==> config.mk <==
export PLATFORM = sky130hd
export DESIGN_NAME = lzd_front
export DESIGN_NICKNAME = d
export VERILOG_FILES = /design/src/sv/lzd_pkg.sv /design/src/sv/lzd_front.sv
export SDC_FILE = /design/constraint.sdc
export NUM_CORES = 1
export LEC_CHECK = 0
export CAP_MARGIN = 10
export CELL_PAD_IN_SITES_DETAIL_PLACEMENT = 0
export CELL_PAD_IN_SITES_GLOBAL_PLACEMENT = 1
export CORE_UTILIZATION = 30
export CTS_CLUSTER_SIZE = 8
export DETAILED_ROUTE_END_ITERATION = 12
export DONT_BUFFER_PORTS = 1
export PLACE_DENSITY = 0.6
export SYNTH_ARGS = -nofsm -noshare
export SYNTH_HDL_FRONTEND = slang
export SYNTH_SLANG_ARGS = --single-unit
==> constraint.sdc <==
create_clock -name clk_i -period 19 [get_ports clk_i]
set_clock_uncertainty 0.1 [all_clocks]
set_input_delay 2.85 -clock clk_i [delete_from_list [all_inputs] [get_ports clk_i]]
set_output_delay 2.85 -clock clk_i [all_outputs]
set_load 0.03 [all_outputs]
==> src/sv/lzd_pkg.sv <==
// Shared types, constants and helpers of the LZ bitstream decompressor.
package lzd_pkg;

  localparam int unsigned WindowSizeDef = 4096;
  localparam int unsigned LanesDef      = 8;
  localparam int unsigned CmdDepth      = 4;
  localparam int unsigned LenW          = 9;
  localparam int unsigned OffW          = 12;

  typedef enum logic [4:0] {
    PH_DISC1, PH_DISC2, PH_TOKEN, PH_LIT, PH_B2, PH_B3, PH_B4, PH_LENBYTE,
    PH_MARKER, PH_LA, PH_LB, PH_LC, PH_RUN0, PH_RUN1, PH_RUN2, PH_RUN3,
    PH_RUNDATA, PH_O1, PH_O2, PH_O3, PH_O3B, PH_O4, PH_O5, PH_O6, PH_OLOW
  } phase_e;

  typedef enum logic [1:0] {
    CK_NONE, CK_BYTE, CK_COPY
  } cmd_kind_e;

  typedef enum logic {
    F_ACC, F_BITS
  } front_state_e;

  typedef enum logic [1:0] {
    BK_IDLE, BK_RD, BK_WR
  } back_state_e;

  typedef struct packed {
    cmd_kind_e         kind;
    logic [7:0]        data;
    logic [LenW-1:0]   len;
    logic [OffW-1:0]   off_m1;
    logic              done;
  } cmd_t;

  function automatic logic is_data_phase(phase_e ph);
    return (ph == PH_LIT) || (ph == PH_LENBYTE) || (ph == PH_RUNDATA) || (ph == PH_OLOW);
  endfunction

endpackage

==> src/sv/lzd_front.sv <==
// Parser front end: takes payload words, walks the control bits, issues commands.
module lzd_front import lzd_pkg::*; (
  input  logic        clk_i,
  input  logic        rst_ni,
  input  logic        in_valid_i,
  output logic        in_ready_o,
  input  logic [7:0]  in_byte_i,
  input  logic [31:0] unpacked_len_i,
  input  logic [31:0] packed_len_i,
  output cmd_t        cmd_o,
  output logic        cmd_valid_o,
  input  logic        cmd_ready_i
);

  front_state_e    fst_q, fst_d;
  phase_e          phase_q, phase_d;
  logic [7:0]      bitbuf_q, bitbuf_d;
  logic [3:0]      bits_left_q, bits_left_d;
  logic [LenW-1:0] plen_q, plen_d;
  logic [3:0]      ohigh_q, ohigh_d;
  logic [6:0]      runleft_q, runleft_d;
  logic [31:0]     produced_q, produced_d;
  logic [31:0]     consumed_q, consumed_d;
  logic            finished_q, finished_d;
  logic            enter_q, enter_d;
  logic            can_q, can_d;
  cmd_kind_e       kind_q, kind_d;
  logic [7:0]      byte_q, byte_d;
  logic [LenW-1:0] len_q, len_d;
  logic [OffW-1:0] offm1_q, offm1_d;

  always_comb begin
    phase_e          ph;
    logic            fin;
    logic [3:0]      bl;
    logic [LenW-1:0] pl;
    logic [3:0]      oh;
    logic [6:0]      rl;
    logic            bit_v;
    logic [LenW-1:0] n;
    logic [32:0]     sum;
    logic [6:0]      rl2;

    fst_d       = fst_q;
    phase_d     = phase_q;
    bitbuf_d    = bitbuf_q;
    bits_left_d = bits_left_q;
    plen_d      = plen_q;
    ohigh_d     = ohigh_q;
    runleft_d   = runleft_q;
    produced_d  = produced_q;
    consumed_d  = consumed_q;
    finished_d  = finished_q;
    enter_d     = enter_q;
    can_d       = can_q;
    kind_d      = kind_q;
    byte_d      = byte_q;
    len_d       = len_q;
    offm1_d     = offm1_q;
    n           = '0;
    sum         = '0;
    rl2         = '0;
    bit_v       = 1'b0;

    ph  = phase_q;
    fin = finished_q;
    bl  = bits_left_q;
    pl  = plen_q;
    oh  = ohigh_q;
    rl  = runleft_q;
    if (enter_q && !fin) begin
      if (can_q) ph = PH_TOKEN;
      else fin = 1'b1;
    end
    for (int i = 0; i < 8; i++) begin
      if (!fin && !is_data_phase(ph) && bl != 4'd0) begin
        bl    = bl - 4'd1;
        bit_v = bitbuf_q[bl[2:0]];
        case (ph)
          PH_DISC1: ph = PH_DISC2;
          PH_TOKEN: ph = bit_v ? PH_B2 : PH_LIT;
          PH_B2:    ph = bit_v ? PH_B3 : PH_LA;
          PH_B3: begin
            if (bit_v) begin
              ph = PH_B4;
            end else begin
              pl = LenW'(2);
              oh = 4'd0;
              ph = PH_OLOW;
            end
          end
          PH_B4: begin
            if (bit_v) begin
              ph = PH_LENBYTE;
            end else begin
              pl = LenW'(3);
              ph = PH_O1;
            end
          end
          PH_MARKER: begin
            if (!bit_v) fin = 1'b1;
            else if (can_q) ph = PH_TOKEN;
            else fin = 1'b1;
          end
          PH_LA: begin
            pl = LenW'(4) + LenW'(bit_v);
            ph = PH_LB;
          end
          PH_LB: ph = bit_v ? PH_LC : PH_O1;
          PH_LC: begin
            pl = ((pl - LenW'(1)) << 1) | LenW'(bit_v);
            ph = (pl == LenW'(9)) ? PH_RUN0 : PH_O1;
          end
          PH_RUN0: begin
            pl = LenW'(bit_v);
            ph = PH_RUN1;
          end
          PH_RUN1: begin
            pl = {pl[LenW-2:0], bit_v};
            ph = PH_RUN2;
          end
          PH_RUN2: begin
            pl = {pl[LenW-2:0], bit_v};
            ph = PH_RUN3;
          end
          PH_RUN3: begin
            pl = LenW'({pl[2:0], bit_v});
            rl = 7'((7'(pl[3:0]) + 7'd3) << 2);
            ph = PH_RUNDATA;
          end
          PH_O1: begin
            if (bit_v) begin
              ph = PH_O2;
            end else begin
              oh = 4'd0;
              ph = PH_OLOW;
            end
          end
          PH_O2: begin
            oh = 4'(bit_v);
            ph = PH_O3;
          end
          PH_O3: begin
            if (bit_v) ph = PH_O4;
            else ph = (oh == 4'd0) ? PH_O3B : PH_OLOW;
          end
          PH_O3B: begin
            oh = 4'(bit_v) + 4'd2;
            ph = PH_OLOW;
          end
          PH_O4: begin
            oh = {oh[2:0], bit_v} + 4'd4;
            ph = PH_O5;
          end
          PH_O5: ph = bit_v ? PH_OLOW : PH_O6;
          PH_O6: begin
            oh = {oh[2:0], bit_v};
            ph = PH_OLOW;
          end
          default: begin
            if (can_q) ph = PH_TOKEN;
            else fin = 1'b1;
          end
        endcase
      end
    end

    in_ready_o  = (fst_q == F_ACC);
    cmd_valid_o = (fst_q == F_BITS);
    cmd_o.kind   = kind_q;
    cmd_o.data   = byte_q;
    cmd_o.len    = len_q;
    cmd_o.off_m1 = offm1_q;
    cmd_o.done   = fin;

    case (fst_q)
      F_ACC: begin
        if (in_valid_i) begin
          fst_d   = F_BITS;
          kind_d  = CK_NONE;
          enter_d = 1'b0;
          byte_d  = in_byte_i;
          if (!finished_q) begin
            consumed_d = (consumed_q == '1) ? consumed_q : consumed_q + 32'd1;
            if (is_data_phase(phase_q)) begin
              case (phase_q)
                PH_LIT: begin
                  kind_d  = CK_BYTE;
                  n       = LenW'(1);
                  enter_d = 1'b1;
                end
                PH_LENBYTE: begin
                  if (in_byte_i == 8'd0) begin
                    phase_d = PH_MARKER;
                  end else begin
                    plen_d  = LenW'(in_byte_i) + LenW'(8);
                    phase_d = PH_O1;
                  end
                end
                PH_RUNDATA: begin
                  kind_d    = CK_BYTE;
                  n         = LenW'(1);
                  rl2       = (runleft_q != 7'd0) ? runleft_q - 7'd1 : 7'd0;
                  runleft_d = rl2;
                  enter_d   = (rl2 == 7'd0);
                end
                default: begin
                  kind_d  = CK_COPY;
                  len_d   = plen_q;
                  offm1_d = {ohigh_q, in_byte_i};
                  n       = plen_q;
                  enter_d = 1'b1;
                end
              endcase
            end else begin
              bitbuf_d    = in_byte_i;
              bits_left_d = 4'd8;
            end
            sum        = {1'b0, produced_q} + 33'(n);
            produced_d = sum[32] ? '1 : sum[31:0];
            can_d      = (produced_d < unpacked_len_i) && (consumed_d < packed_len_i);
          end
        end
      end
      F_BITS: begin
        if (cmd_ready_i) begin
          fst_d       = F_ACC;
          phase_d     = ph;
          finished_d  = fin;
          bits_left_d = bl;
          plen_d      = pl;
          ohigh_d     = oh;
          runleft_d   = rl;
          enter_d     = 1'b0;
        end
      end
      default: fst_d = F_ACC;
    endcase
  end

  always_ff @(posedge clk_i or negedge rst_ni) begin
    if (!rst_ni) begin
      fst_q       <= F_ACC;
      phase_q     <= PH_DISC1;
      bitbuf_q    <= '0;
      bits_left_q <= '0;
      plen_q      <= '0;
      ohigh_q     <= '0;
      runleft_q   <= '0;
      produced_q  <= '0;
      consumed_q  <= '0;
      finished_q  <= 1'b0;
      enter_q     <= 1'b0;
      can_q       <= 1'b0;
      kind_q      <= CK_NONE;
    end else begin
      fst_q       <= fst_d;
      phase_q     <= phase_d;
      bitbuf_q    <= bitbuf_d;
      bits_left_q <= bits_left_d;
      plen_q      <= plen_d;
      ohigh_q     <= ohigh_d;
      runleft_q   <= runleft_d;
      produced_q  <= produced_d;
      consumed_q  <= consumed_d;
      finished_q  <= finished_d;
      enter_q     <= enter_d;
      can_q       <= can_d;
      kind_q      <= kind_d;
    end
  end

  always_ff @(posedge clk_i) begin
    byte_q  <= byte_d;
    len_q   <= len_d;
    offm1_q <= offm1_d;
  end

endmodule

==> reports/metrics.csv <==
metric;value;unit
Syn Area/Cell;7.24;µm²
crit start category;register;
CP bufs+invs;12;
vias in the first global route;25232;
number of max-cap violations;0;
async set-or-reset flop fraction in the synthesized netlist;78.7;%
mapped cell area;0.0231;mm²
largest net degree at the start of global routing;108;
final slew viol count;0;
post-synthesis compound-gate area fraction;34.0;%
Die W;279;µm
XOR/XNOR Fraction of Synth Area;7.47;%
TritonCTS buffer count;17;
GP Congestion;0.976;
post-DR vias/cell;6.22;
multiplexer area fraction after synthesis;3.38;%
GR Util All Layers;25.1;%
adder and majority gate portion of the synthesized area;7.19;%
chip height;279;µm
routed length per placed instance;23.9;µm
DP Wirelength;78600;µm
CORE AREA;0.0759;mm²
register area share after synthesis;15.4;%
initial antenna violation count;2;
Post-synth EDFFs;29;
Slew @ Worst Pin;1110;ps
clk sinks;136;
clk root buf;clkbuf_16;
Cell Rows;101;
CP Data Arrival Time;15250;ps
min cycle time layout;18200;ps
final hold viol count;0;
slowest cell delay on critical path;460;ps
flops & latches, synth;136;
register area;0.00355;mm²
worst min path class;register to register;
final worst path period share;95.8;%
slowest CP cell;or3b_1;
cts hold-fix bufs;0;
relative slew slack;25.4;%
Required @ worst endpoint;16050;ps
CTS tree;done;
Final Non-Filler Cells;4253;
final core utilization;34.2;%
Routed WL;102000;µm
Nets;3417;
remaining antenna violation count;0;
f_max;54.9;MHz
area share of the largest cell type after synthesis;11.6;%
Yosys cell types;127;
fillers;8138;
Worst setup EP type;primary output;
Syn-to-layout area delta;12.6;%
flop2flop setup slack;2880;ps
Synth Area in Simple Gates;26.6;%
critical path class;register to primary output;
Worst-Skew Late Latency;450;ps
Finish-stage setup viols;0;
Top Ports;110;
most numerous cell in the Yosys netlist;nand2_1;
Setup TNS;0;ps
Top Family by Delay on Critical Path;compound AO/OA/AOI/OAI gates;
status;finished clean;
Ys Warns;0;
share of cells above drive strength 1;12.8;%
dpl cells;4201;
Worst Path Max Fanout;13;
Pre-Repair DR Iteration Count;6;
Gate Count Post-Synth;3183;
DR iter-0 viols;2610;
Commonest cells post-synth;nand2_1 (333), nor2_1 (259), a21oi_1 (195);
initial core utilization;30.4;%
syn_nets;3390;
Yosys top cell by area;dfrtp_1;
first-pass GRT wire length;155000;µm
Clock transition at path regs;70;ps
antenna cells;0;
DRC viols;0;
Clock Tree Buf Depth;2;
dominant synthesized flop cell;dfrtp_1;
Synth area leaders;dfrtp_1 (12%), ha_1 (7.1%), nand2_1 (5.4%);
largest family of logic cells by synthesized area;compound AO/OA/AOI/OAI gates;
number of I/O port buffers;0;
CTS HTree Levels;4;
CP dominant cell by count;ha_1;
multi-input logic area;0.0184;mm²
total gr overflow;0;
via count;26458;
Die Footprint;0.0779;mm²
==> through the flow <==
step	hold slack (ps)	setup WS (ps)	cell area, µm²
after global placement	375	268	24900
after global routing	429	-37.0	25900
after CTS	404	6.75	25600
after floorplan	323	581	23100
after detailed placement	392	-190	24900
final	408	795	25900
==> per-layer routing <==
| metal | wire length, µm | track usage [%] |
|---|---|---|
| met2 | 47500 | 41.7 |
| met4 | 2400 | 5.95 |
| met1 | 45000 | 34.3 |
| met3 | 6860 | 3.25 |
| met5 | 0 | 0 |
==> layout by cell type (no fill, tap or decap), types with 68 or more instances in the layout <==
master / n
inv_1: 131
ha_1: 130
xor2_1: 68
a21oi_1: 192
a31oi_1: 69
dfrtp_1: 104
buf_4: 203
nand2_1: 333
xnor2_1: 118
nor2_1: 257
o21ai_0: 168
nand3_1: 133
nor3_1: 110
==> final timing paths <==
path / endpoint / depth (start not counted) / startpoint
max in group asynchronous: bits_left_q[0]$_DFFE_PN0P_ / 0 / rst_ni
worst max register to register: phase_q[3]$_DFFE_PN0P_ / 61 / bits_left_q[0]$_DFFE_PN0P_
worst max-delay path: cmd_o[0] / 62 / bits_left_q[0]$_DFFE_PN0P_
worst min-delay path: produced_q[24]$_DFFE_PN0P_ / 2 / produced_q[24]$_DFFE_PN0P_
worst min register to register: produced_q[24]$_DFFE_PN0P_ / 2 / produced_q[24]$_DFFE_PN0P_
min in group asynchronous: consumed_q[21]$_DFFE_PN0P_ / 0 / rst_ni
==> cell families (layout without fill, tap and decap cells) <==
kind of cell    Yosys count  in the layout
flops                   136            136
xor+xnor                191            191
mux                      63             63
fa+ha+maj               132            132
buf+inv                 339            379
simple gates           1225           1225
compound gates         1097           1097
==> layout make-up <==
| class | count | share of cell area [%] |
|---|---|---|
| clock inverter | 14 | 0.757 |
| clock buffer | 18 | 1.74 |
| timing repair buffer | 206 | 6.04 |
| inverter | 141 | 2.04 |
| sequential | 136 | 13.7 |
| multi-input combinational | 2708 | 70.8 |
| tap | 1030 | 4.97 |
==> flip-flops by register name, indices dropped and copies added, names as in the netlist, 2 cells and up <==
| name | cells |
|---|---|
| consumed_q | 32 |
| produced_q | 32 |
| offm1_q | 12 |
| len_q | 9 |
| plen_q | 9 |
| bitbuf_q | 8 |
| byte_q | 8 |
| runleft_q | 7 |
| phase_q | 5 |
| bits_left_q | 4 |
| ohigh_q | 4 |
| kind_q | 2 |
==> worst register-to-register path, delay by kind of cell (launching register included) <==
kind,cells,cell delay [ps]
XOR/XNOR,2,330
AO/OA/AOI/OAI,23,6720
buffers and inverters,10,1230
AND/OR/NAND/NOR,14,3420
adder cells (fa/ha/maj),7,2010
multiplexers,5,1690
flip-flops,1,450
==> repair_timing <==
item,CTS,global route
endpoints found under the setup margin,1,1
setup buffers,4,16
hold endpoints to repair,0,0
pin swaps,0,10
resized for setup,8,38
Power is not shown: default switching activity piles up to over one toggle a cycle in this logic, so the estimate is an artifact.
