`src/sv/lzd_pkg.sv`:
```
// Shared types, constants and helpers of the LZ bitstream decompressor.
package lzd_pkg;

  localparam int unsigned WindowSizeDef = 4096;
  localparam int unsigned LanesDef      = 8;
  localparam int unsigned CmdDepth      = 4;
  localparam int unsigned LenW          = 9;
  localparam int unsigned OffW          = 12;

  typedef enum logic [4:0] {
    PH_DISC1, PH_DISC2, PH_TOKEN, PH_LIT, PH_B2, PH_B3, PH_B4, PH_LENBYTE,
    PH_MARKER, PH_LA, PH_LB, PH_LC, PH_RUN0, PH_RUN1, PH_RUN2, PH_RUN3,
    PH_RUNDATA, PH_O1, PH_O2, PH_O3, PH_O3B, PH_O4, PH_O5, PH_O6, PH_OLOW
  } phase_e;

  typedef enum logic [1:0] {
    CK_NONE, CK_BYTE, CK_COPY
  } cmd_kind_e;

  typedef enum logic {
    F_ACC, F_BITS
  } front_state_e;

  typedef enum logic [1:0] {
    BK_IDLE, BK_RD, BK_WR
  } back_state_e;

  typedef struct packed {
    cmd_kind_e         kind;
    logic [7:0]        data;
    logic [LenW-1:0]   len;
    logic [OffW-1:0]   off_m1;
    logic              done;
  } cmd_t;

  function automatic logic is_data_phase(phase_e ph);
    return (ph == PH_LIT) || (ph == PH_LENBYTE) || (ph == PH_RUNDATA) || (ph == PH_OLOW);
  endfunction

endpackage

```
`src/sv/lzd_cmd_fifo.sv`:
```
// Short command queue between the parser and the copy engine.
module lzd_cmd_fifo import lzd_pkg::*; #(
  parameter int unsigned Depth = CmdDepth
) (
  input  logic clk_i,
  input  logic rst_ni,
  input  cmd_t push_cmd_i,
  input  logic push_valid_i,
  output logic push_ready_o,
  output cmd_t pop_cmd_o,
  output logic pop_valid_o,
  input  logic pop_ready_i
);

  localparam int unsigned PtrW = (Depth > 1) ? $clog2(Depth) : 1;
  localparam int unsigned CntW = $clog2(Depth + 1);

  cmd_t            mem_q [Depth];
  logic [PtrW-1:0] wptr_q, wptr_d;
  logic [PtrW-1:0] rptr_q, rptr_d;
  logic [CntW-1:0] cnt_q, cnt_d;
  logic            push, pop;

  assign push_ready_o = (cnt_q != CntW'(Depth));
  assign pop_valid_o  = (cnt_q != '0);
  assign pop_cmd_o    = mem_q[rptr_q];
  assign push         = push_valid_i && push_ready_o;
  assign pop          = pop_valid_o && pop_ready_i;

  always_comb begin
    wptr_d = wptr_q;
    rptr_d = rptr_q;
    cnt_d  = cnt_q;
    if (push) wptr_d = (wptr_q == PtrW'(Depth - 1)) ? '0 : wptr_q + PtrW'(1);
    if (pop)  rptr_d = (rptr_q == PtrW'(Depth - 1)) ? '0 : rptr_q + PtrW'(1);
    if (push && !pop) cnt_d = cnt_q + CntW'(1);
    else if (pop && !push) cnt_d = cnt_q - CntW'(1);
  end

  always_ff @(posedge clk_i or negedge rst_ni) begin
    if (!rst_ni) begin
      wptr_q <= '0;
      rptr_q <= '0;
      cnt_q  <= '0;
    end else begin
      wptr_q <= wptr_d;
      rptr_q <= rptr_d;
      cnt_q  <= cnt_d;
    end
  end

  always_ff @(posedge clk_i) begin
    if (push) mem_q[wptr_q] <= push_cmd_i;
  end

endmodule

```
`config.mk`:
```
export PLATFORM = sky130hd
export DESIGN_NAME = lzd_cmd_fifo
export DESIGN_NICKNAME = d
export VERILOG_FILES = /design/src/sv/lzd_pkg.sv /design/src/sv/lzd_cmd_fifo.sv
export SDC_FILE = /design/constraint.sdc
export NUM_CORES = 1
export LEC_CHECK = 0
export BUFFER_PORTS_ARGS = -buffer_cell sky130_fd_sc_hd__buf_2
export CAP_MARGIN = 10
export CORE_MARGIN = 4
export CORE_UTILIZATION = 48
export DETAILED_ROUTE_END_ITERATION = 12
export PLACE_DENSITY = 0.71
export SLEW_MARGIN = 40
export SYNTH_ARGS = -nofsm -noshare
export SYNTH_HDL_FRONTEND = slang
export SYNTH_SLANG_ARGS = --single-unit
```
`constraint.sdc`:
```
create_clock -name clk_i -period 2.25 [get_ports clk_i]
set_clock_uncertainty 0.15 [all_clocks]
set_input_delay 0 -clock clk_i [delete_from_list [all_inputs] [get_ports clk_i]]
set_output_delay 0 -clock clk_i [all_outputs]
set_load 0.02 [all_outputs]
```
==> results of run 1 <==
==> kinds of logic after synthesis <==
kind of cell | after synthesis | share of synthesized area (%)
buf+inv | 11 | 1.11
flops | 135 | 79.5
fa+ha+maj | 7 | 1.88
simple gates | 11 | 1.44
mux | 37 | 15.5
xor+xnor | 3 | 0.520
==> cell type report <==
type                    count  area share, %
clock inverters            14           2.30
well taps                 136           2.56
multi-input cells          58           15.1
flip-flops and latches    135           60.5
repair buffers            118           13.1
inverters                   3          0.169
clock buffers              18           6.28
==> report_power, final <==
| group | internal, uW | leakage, uW | switching, uW |
|---|---|---|---|
| Sequential | 3340 | 0.00125 | 213 |
| Clock | 1580 | 0.000268 | 1010 |
| Combinational | 1340 | 0.000851 | 1530 |
| Total | 6260 | 0.00237 | 2750 |
==> worst min path at each step <==
| stage | slack (ps) | to | cells past startpoint |
|---|---|---|---|
| finish | 90 | mem_q[2][8] | 2 |
| floorplan | -450 | cnt_q[0] | 0 |
| global placement | -310 | cnt_q[2] | 1 |
| CTS | 60 | mem_q[2][6] | 2 |
| global route | 70 | mem_q[2][8] | 2 |
| detailed placement | -310 | cnt_q[0] | 1 |
==> per-stage QoR <==
| step | hold slack (ps) | setup TNS, ps | total power, uW | area (um2) | setup slack [ps] |
|---|---|---|---|---|---|
| 3_3_place_gp | -313 | 0 | 6310 | 5640 | 43.5 |
| 3_5_place_dp | -307 | -2.72 | 6390 | 5670 | -2.72 |
| 4_1_cts | 62.9 | 0 | 9070 | 6610 | 7.54 |
| 5_1_grt | 73.0 | -8.97 | 9460 | 6650 | -8.97 |
| 6_report | 89.6 | 0 | 9010 | 6650 | 56.9 |
| 2_1_floorplan | -446 | 0 | 5440 | 5060 | 15.3 |
==> metal layers <==
layer | part of all wire, % | vias to the layer above
met5 | 0 | -
met1 | 40 | 1234
li1 | - | 1125
met4 | 1.1 | 0
met3 | 5.3 | 10
met2 | 53 | 65
==> state kept, by name, indices dropped and copies added (netlist names) <==
| register | cells |
|---|---|
| cnt_q | 3 |
| mem_q | 128 |
| rptr_q | 2 |
| wptr_q | 2 |
==> cells in the final DEF, fill, tap and decap left out, types with 2 or more instances in the layout <==
cell / n
clkbuf_16: 16
inv_1: 3
clkinv_4: 4
bufinv_16: 2
and3_2: 3
clkinvlp_4: 4
mux4_2: 32
mux2_2: 3
nor2_1: 3
dfrtp_1: 5
inv_6: 2
dlygate4sd3_1: 36
dfrtp_2: 2
buf_2: 69
clkinv_2: 2
xor2_1: 2
buf_12: 4
buf_4: 8
mux2_4: 2
ha_1: 5
edfxtp_1: 128
==> synthesized netlist by cell type (all sizes together) <==
cell type	number
mux2	5
clkbuf	2
buf	6
nand2	1
xnor2	1
or3b	1
ha	6
inv	3
and2	1
xor2	2
mux4	32
dfrtp	7
fa	1
and3	4
nor2	3
or3	1
edfxtp	128
==> critical path: stages, from the launching register on <==
cell	delay, ps
dfrtp_1	400
or3b_4	410
and2_4	190
ha_4	160
inv_1	70
fa_2	420
mux2_2	270
==> repair_timing <==
action | 4_1_cts | 5_1_grt
hold buffers | 36 | 0
buffers inserted | 1 | 3
hold endpoints to repair | 162 | 0
pin swaps | 0 | 2
gates resized for setup | 0 | 4
endpoints found under the setup margin | 2 | 7
==> reports/metrics.cfg, run 1 <==
[grt]
grt_pass1_wl_um=14000
grt_pass1_vias=2672
grt_use_met1_pct=18.4
met3_usage_pct=6.03
busiest_layer=met2
grt.total_usage_pct=15.3
grt_max_degree=33
antenna_found_initial=0
met2_usage_pct=25.4
grt-ovfl-total=0

[route]
ant_nets=0
drtIter0Drc=103
vias=2434
first_pass_iters=4
drt-total-wl_um=8760
routedWlPerCell_um=18.2
viasPerCell=5.05
post-route-drc-count=0

[synthesis]
syn_inst=204
yosysTopAreaCell=edfxtp_1
syn_area_um2=5050
synth_area_leaders=edfxtp_1, mux4_2, dfrtp_1
yosys_register_bits=135
synthDistinctLibCells=19
yosysTopAreaCellShare_pct=76.1
yosysWarnings=0
syn_area_per_cell_um2=24.8
syn-num-nets=247
yosysSeqAreaShare_pct=79.5

[critical_path]
crit_path_start_kind=register
critPathArrivalTime_ps=2440
r2r-start=cnt_q[1]
cp.required_ps=2500
rr_worst_depth=6
endpoint=cnt_q[1]
r2r-end=cnt_q[1]
endpoint_kind=register
reg2reg_slack_ps=60
worstSetupPathType=reg -> reg
cp-startpoint=cnt_q[1]
worstPathMaxFanout=3

[clock_network]
cts_buffers=17
insertion_delay_ps=510
numClockSinks=135
cts_buffer_depth=2
ctsRootBufferMaster=clkbuf_8
htree_levels=4
path_clk_slew_ps=60
cts_tree=built

[die]
die-width_um=111
start_util_pct=49.2
core_area_um2=10300
die_h_um=111
num_rows=37
ios=70
die-area_um2=12200

[sta]
max_freq_mhz=456
hold_violations=0
drv_slew=0
finalSetupViolCount=0
period_share_pct=97.5
period_minus_slack_ps=2190
relSlewSlack_pct=65.8
worst_slew_pin_slew_ps=513

[power]
leakagePower_uw=0.00237
power_density_nw_per_um2=1350
peakVddDrop_uv=814

[layout]
drive_gt1_share_pct=46.8
num_antenna_cells=0
fin_util_pct=64.7
seq_area_um2=4020
multi_input_area_um2=1000
num-fill-cells=714
final_net_count=376
finalNonFillerCells=482
syn2layout_area_growth_pct=31.6

[status]
status=finished clean

[place]
portBuffers=69
dp.cells=410
hpwl_um=5180
gp_congestion=0.730

[hold_path]
hold_class=in -> reg
holdCritStartpoint=push_cmd_i[8]

[run]
maxCapViolCount=0

No activity file was read; power rests on OpenSTA's default activity.
==> run 2: changes to the inputs <==
--- a/config.mk
+++ b/config.mk
@@ -10,7 +10,7 @@
 export CORE_MARGIN = 4
 export CORE_UTILIZATION = 48
 export DETAILED_ROUTE_END_ITERATION = 12
-export PLACE_DENSITY = 0.71
+export PLACE_DENSITY = 0.7
 export SLEW_MARGIN = 40
 export SYNTH_ARGS = -nofsm -noshare
 export SYNTH_HDL_FRONTEND = slang
==> run 2 against run 1 <==
  * Combinational power decreased by 4%
  * Worst hold slack improved by 9.1 ps
  * Setup slack improved by 14 ps
  * Wire length decreased by 0.63%
==> reports/metrics.cfg, run 2 (synthesis results as in run 1) <==
[status]
status=finished clean  ; unchanged

[grt]
grt_pass1_wl_um=14300  ; was 14,000 um
grt-ovfl-total=0  ; unchanged
grt.total_usage_pct=15.6  ; was 15.3%
antenna_found_initial=0  ; unchanged
grt_max_degree=33  ; unchanged
grt_pass1_vias=2649  ; was 2,672

[critical_path]
worstPathMaxFanout=3  ; unchanged
critPathArrivalTime_ps=2420  ; was 2440 ps
crit_path_start_kind=register  ; unchanged
cp.required_ps=2490  ; was 2500 ps
worstSetupPathType=reg -> reg  ; unchanged
endpoint_kind=register  ; unchanged

[route]
drtIter0Drc=136  ; was 103
viasPerCell=5.08  ; was 5.05
drt-total-wl_um=8700  ; was 8760 um
post-route-drc-count=0  ; unchanged
routedWlPerCell_um=18.2  ; about the same
first_pass_iters=4  ; unchanged
vias=2428  ; was 2,434
ant_nets=0  ; unchanged

[clock_network]
cts_buffers=17  ; unchanged
ctsRootBufferMaster=clkbuf_8  ; unchanged
cts_tree=built  ; unchanged
cts_buffer_depth=2  ; unchanged
post-cts-setup-buffers=0  ; was 1
numClockSinks=135  ; unchanged
insertion_delay_ps=500  ; was 510 ps
htree_levels=4  ; unchanged
path_clk_slew_ps=60  ; about the same

[die]
num_rows=37  ; unchanged
die-area_um2=12200  ; unchanged
ios=70  ; unchanged
start_util_pct=49.2  ; unchanged
die_h_um=111  ; unchanged
core_area_um2=10300  ; unchanged
die-width_um=111  ; unchanged

[power]
peakVddDrop_uv=906  ; was 814 uV
seqPwrFrac_pct=39.8  ; was 39.4%
clkPwrFrac_pct=29.5  ; was 28.7%
switching_power_uw=2690  ; was 2750 uW
intPower_uw=6290  ; was 6260 uW
swShare_pct=30.0  ; was 30.5%
power_density_nw_per_um2=1360  ; was 1350 nW/um2
p_comb_share_pct=30.7  ; was 31.9%
leakagePower_uw=0.00235  ; was 0.00237 uW

[sta]
setup_tns_ps=0  ; unchanged
hold_violations=0  ; unchanged
period_share_pct=96.9  ; was 97.5%
worst_slew_pin_slew_ps=528  ; was 513 ps
hold_slack_ps=98.7  ; was 89.6 ps
period_minus_slack_ps=2180  ; was 2190 ps
drv_slew=0  ; unchanged
finalSetupViolCount=0  ; unchanged
max_freq_mhz=459  ; was 456 MHz
rsz0062_at_grt=false
relSlewSlack_pct=64.8  ; was 65.8%

[layout]
layout_commonest_cell=edfxtp_1  ; unchanged
largest_reg_flops=128  ; unchanged
num_antenna_cells=0  ; unchanged
stdcell_area_um2=6610  ; was 6650 um2
final_cell_mix=edfxtp_1, buf_2, dlygate4sd3_1  ; unchanged
syn2layout_area_growth_pct=30.7  ; was 31.6%
reg_top3=mem_q x128, cnt_q x3  ; unchanged
max_flop_register=mem_q  ; unchanged
num-fill-cells=722  ; was 714
drive_gt1_share_pct=45.3  ; was 46.8%
final_net_count=372  ; was 376

[hold_path]
hold_class=in -> reg  ; unchanged

[place]
placed_cell_area_um2=5650  ; was 5670 um2
portBuffers=69  ; unchanged
hpwl_um=5170  ; was 5180 um
gp_congestion=0.676  ; was 0.730

[run]
maxCapViolCount=0  ; unchanged

## run 2: changes by cell type in the layout (fill, tap and decap cells not counted), sizes merged
cell    change
bufinv      +1
buf         -4
clkinv      +1
inv         -2
## run 2: layout make-up
| type | instances | area [um2] | area share [%] |
|---|---|---|---|
| inverters | 3 | 11.3 | 0.170 |
| repair buffers | 114 | 826 | 12.5 |
| clock buffers | 18 | 418 | 6.33 |
| clock inverters | 14 | 159 | 2.41 |
| well taps | 136 | 170 | 2.58 |
| multi-input cells | 58 | 997 | 15.1 |
| flip-flops and latches | 135 | 4020 | 60.9 |
## run 2: path summary, 6_finish.rpt
| path | from | end | slack, ps | cells past startpoint |
|---|---|---|---|---|
| hold / removal | push_cmd_i[16] | mem_q[1][16] | 100 | 2 |
| setup / recovery | cnt_q[1] | cnt_q[1] | 70 | 6 |
| max in group asynchronous | rst_ni | rptr_q[1] | 1380 | 3 |
| setup reg to reg | cnt_q[1] | cnt_q[1] | 70 | 6 |
| min in group asynchronous | rst_ni | rptr_q[1] | 290 | 3 |
| hold reg to reg | cnt_q[2] | cnt_q[2] | 350 | 1 |
## run 2: power groups by stage
stage / clock [uW] / sequential [uW] / combinational [uW]
4_1_cts: 2690 / 3580 / 2810
5_1_grt: 2810 / 3630 / 2990
2_1_floorplan: 0 / 3490 / 1950
6_report: 2650 / 3570 / 2760
3_5_place_dp: 0 / 3620 / 2760
3_3_place_gp: 0 / 3600 / 2670
## run 2: timing repair
action | in CTS | in global routing
pin swaps | 0 | 2
gates resized for setup | 1 | 3
cloned | 0 | 0
setup endpoints to repair | 13 | 1
hold buffers | 36 | 0
hold endpoints to repair | 142 | 0
## run 2: through the flow
| step | utilization (%) | power, uW | cells | setup slack (ps) |
|---|---|---|---|---|
| 6_report | 64.3 | 8980 | 478 | 70.8 |
| 5_1_grt | 64.3 | 9430 | 478 | 18.8 |
| 3_5_place_dp | 55.0 | 6380 | 410 | 55.5 |
| 4_1_cts | 64.2 | 9090 | 478 | 48.2 |
| 3_3_place_gp | 54.4 | 6270 | 408 | 75.6 |
| 2_1_floorplan | - | 5440 | 204 | 15.3 |
## run 2: critical path, stage by stage (launching register included)
cell and delay, ps:
dfrtp_1 400, or3b_4 400, and2_4 180, ha_2 190, inv_1 60, fa_2 420
mux2_2 260
## run 2: per-layer routing
layer	global-route usage [%]	share of wire [%]
met3	4.55	4.1
met5	0	0
met1	19.1	42
met2	26.0	52
met4	6.57	1.9
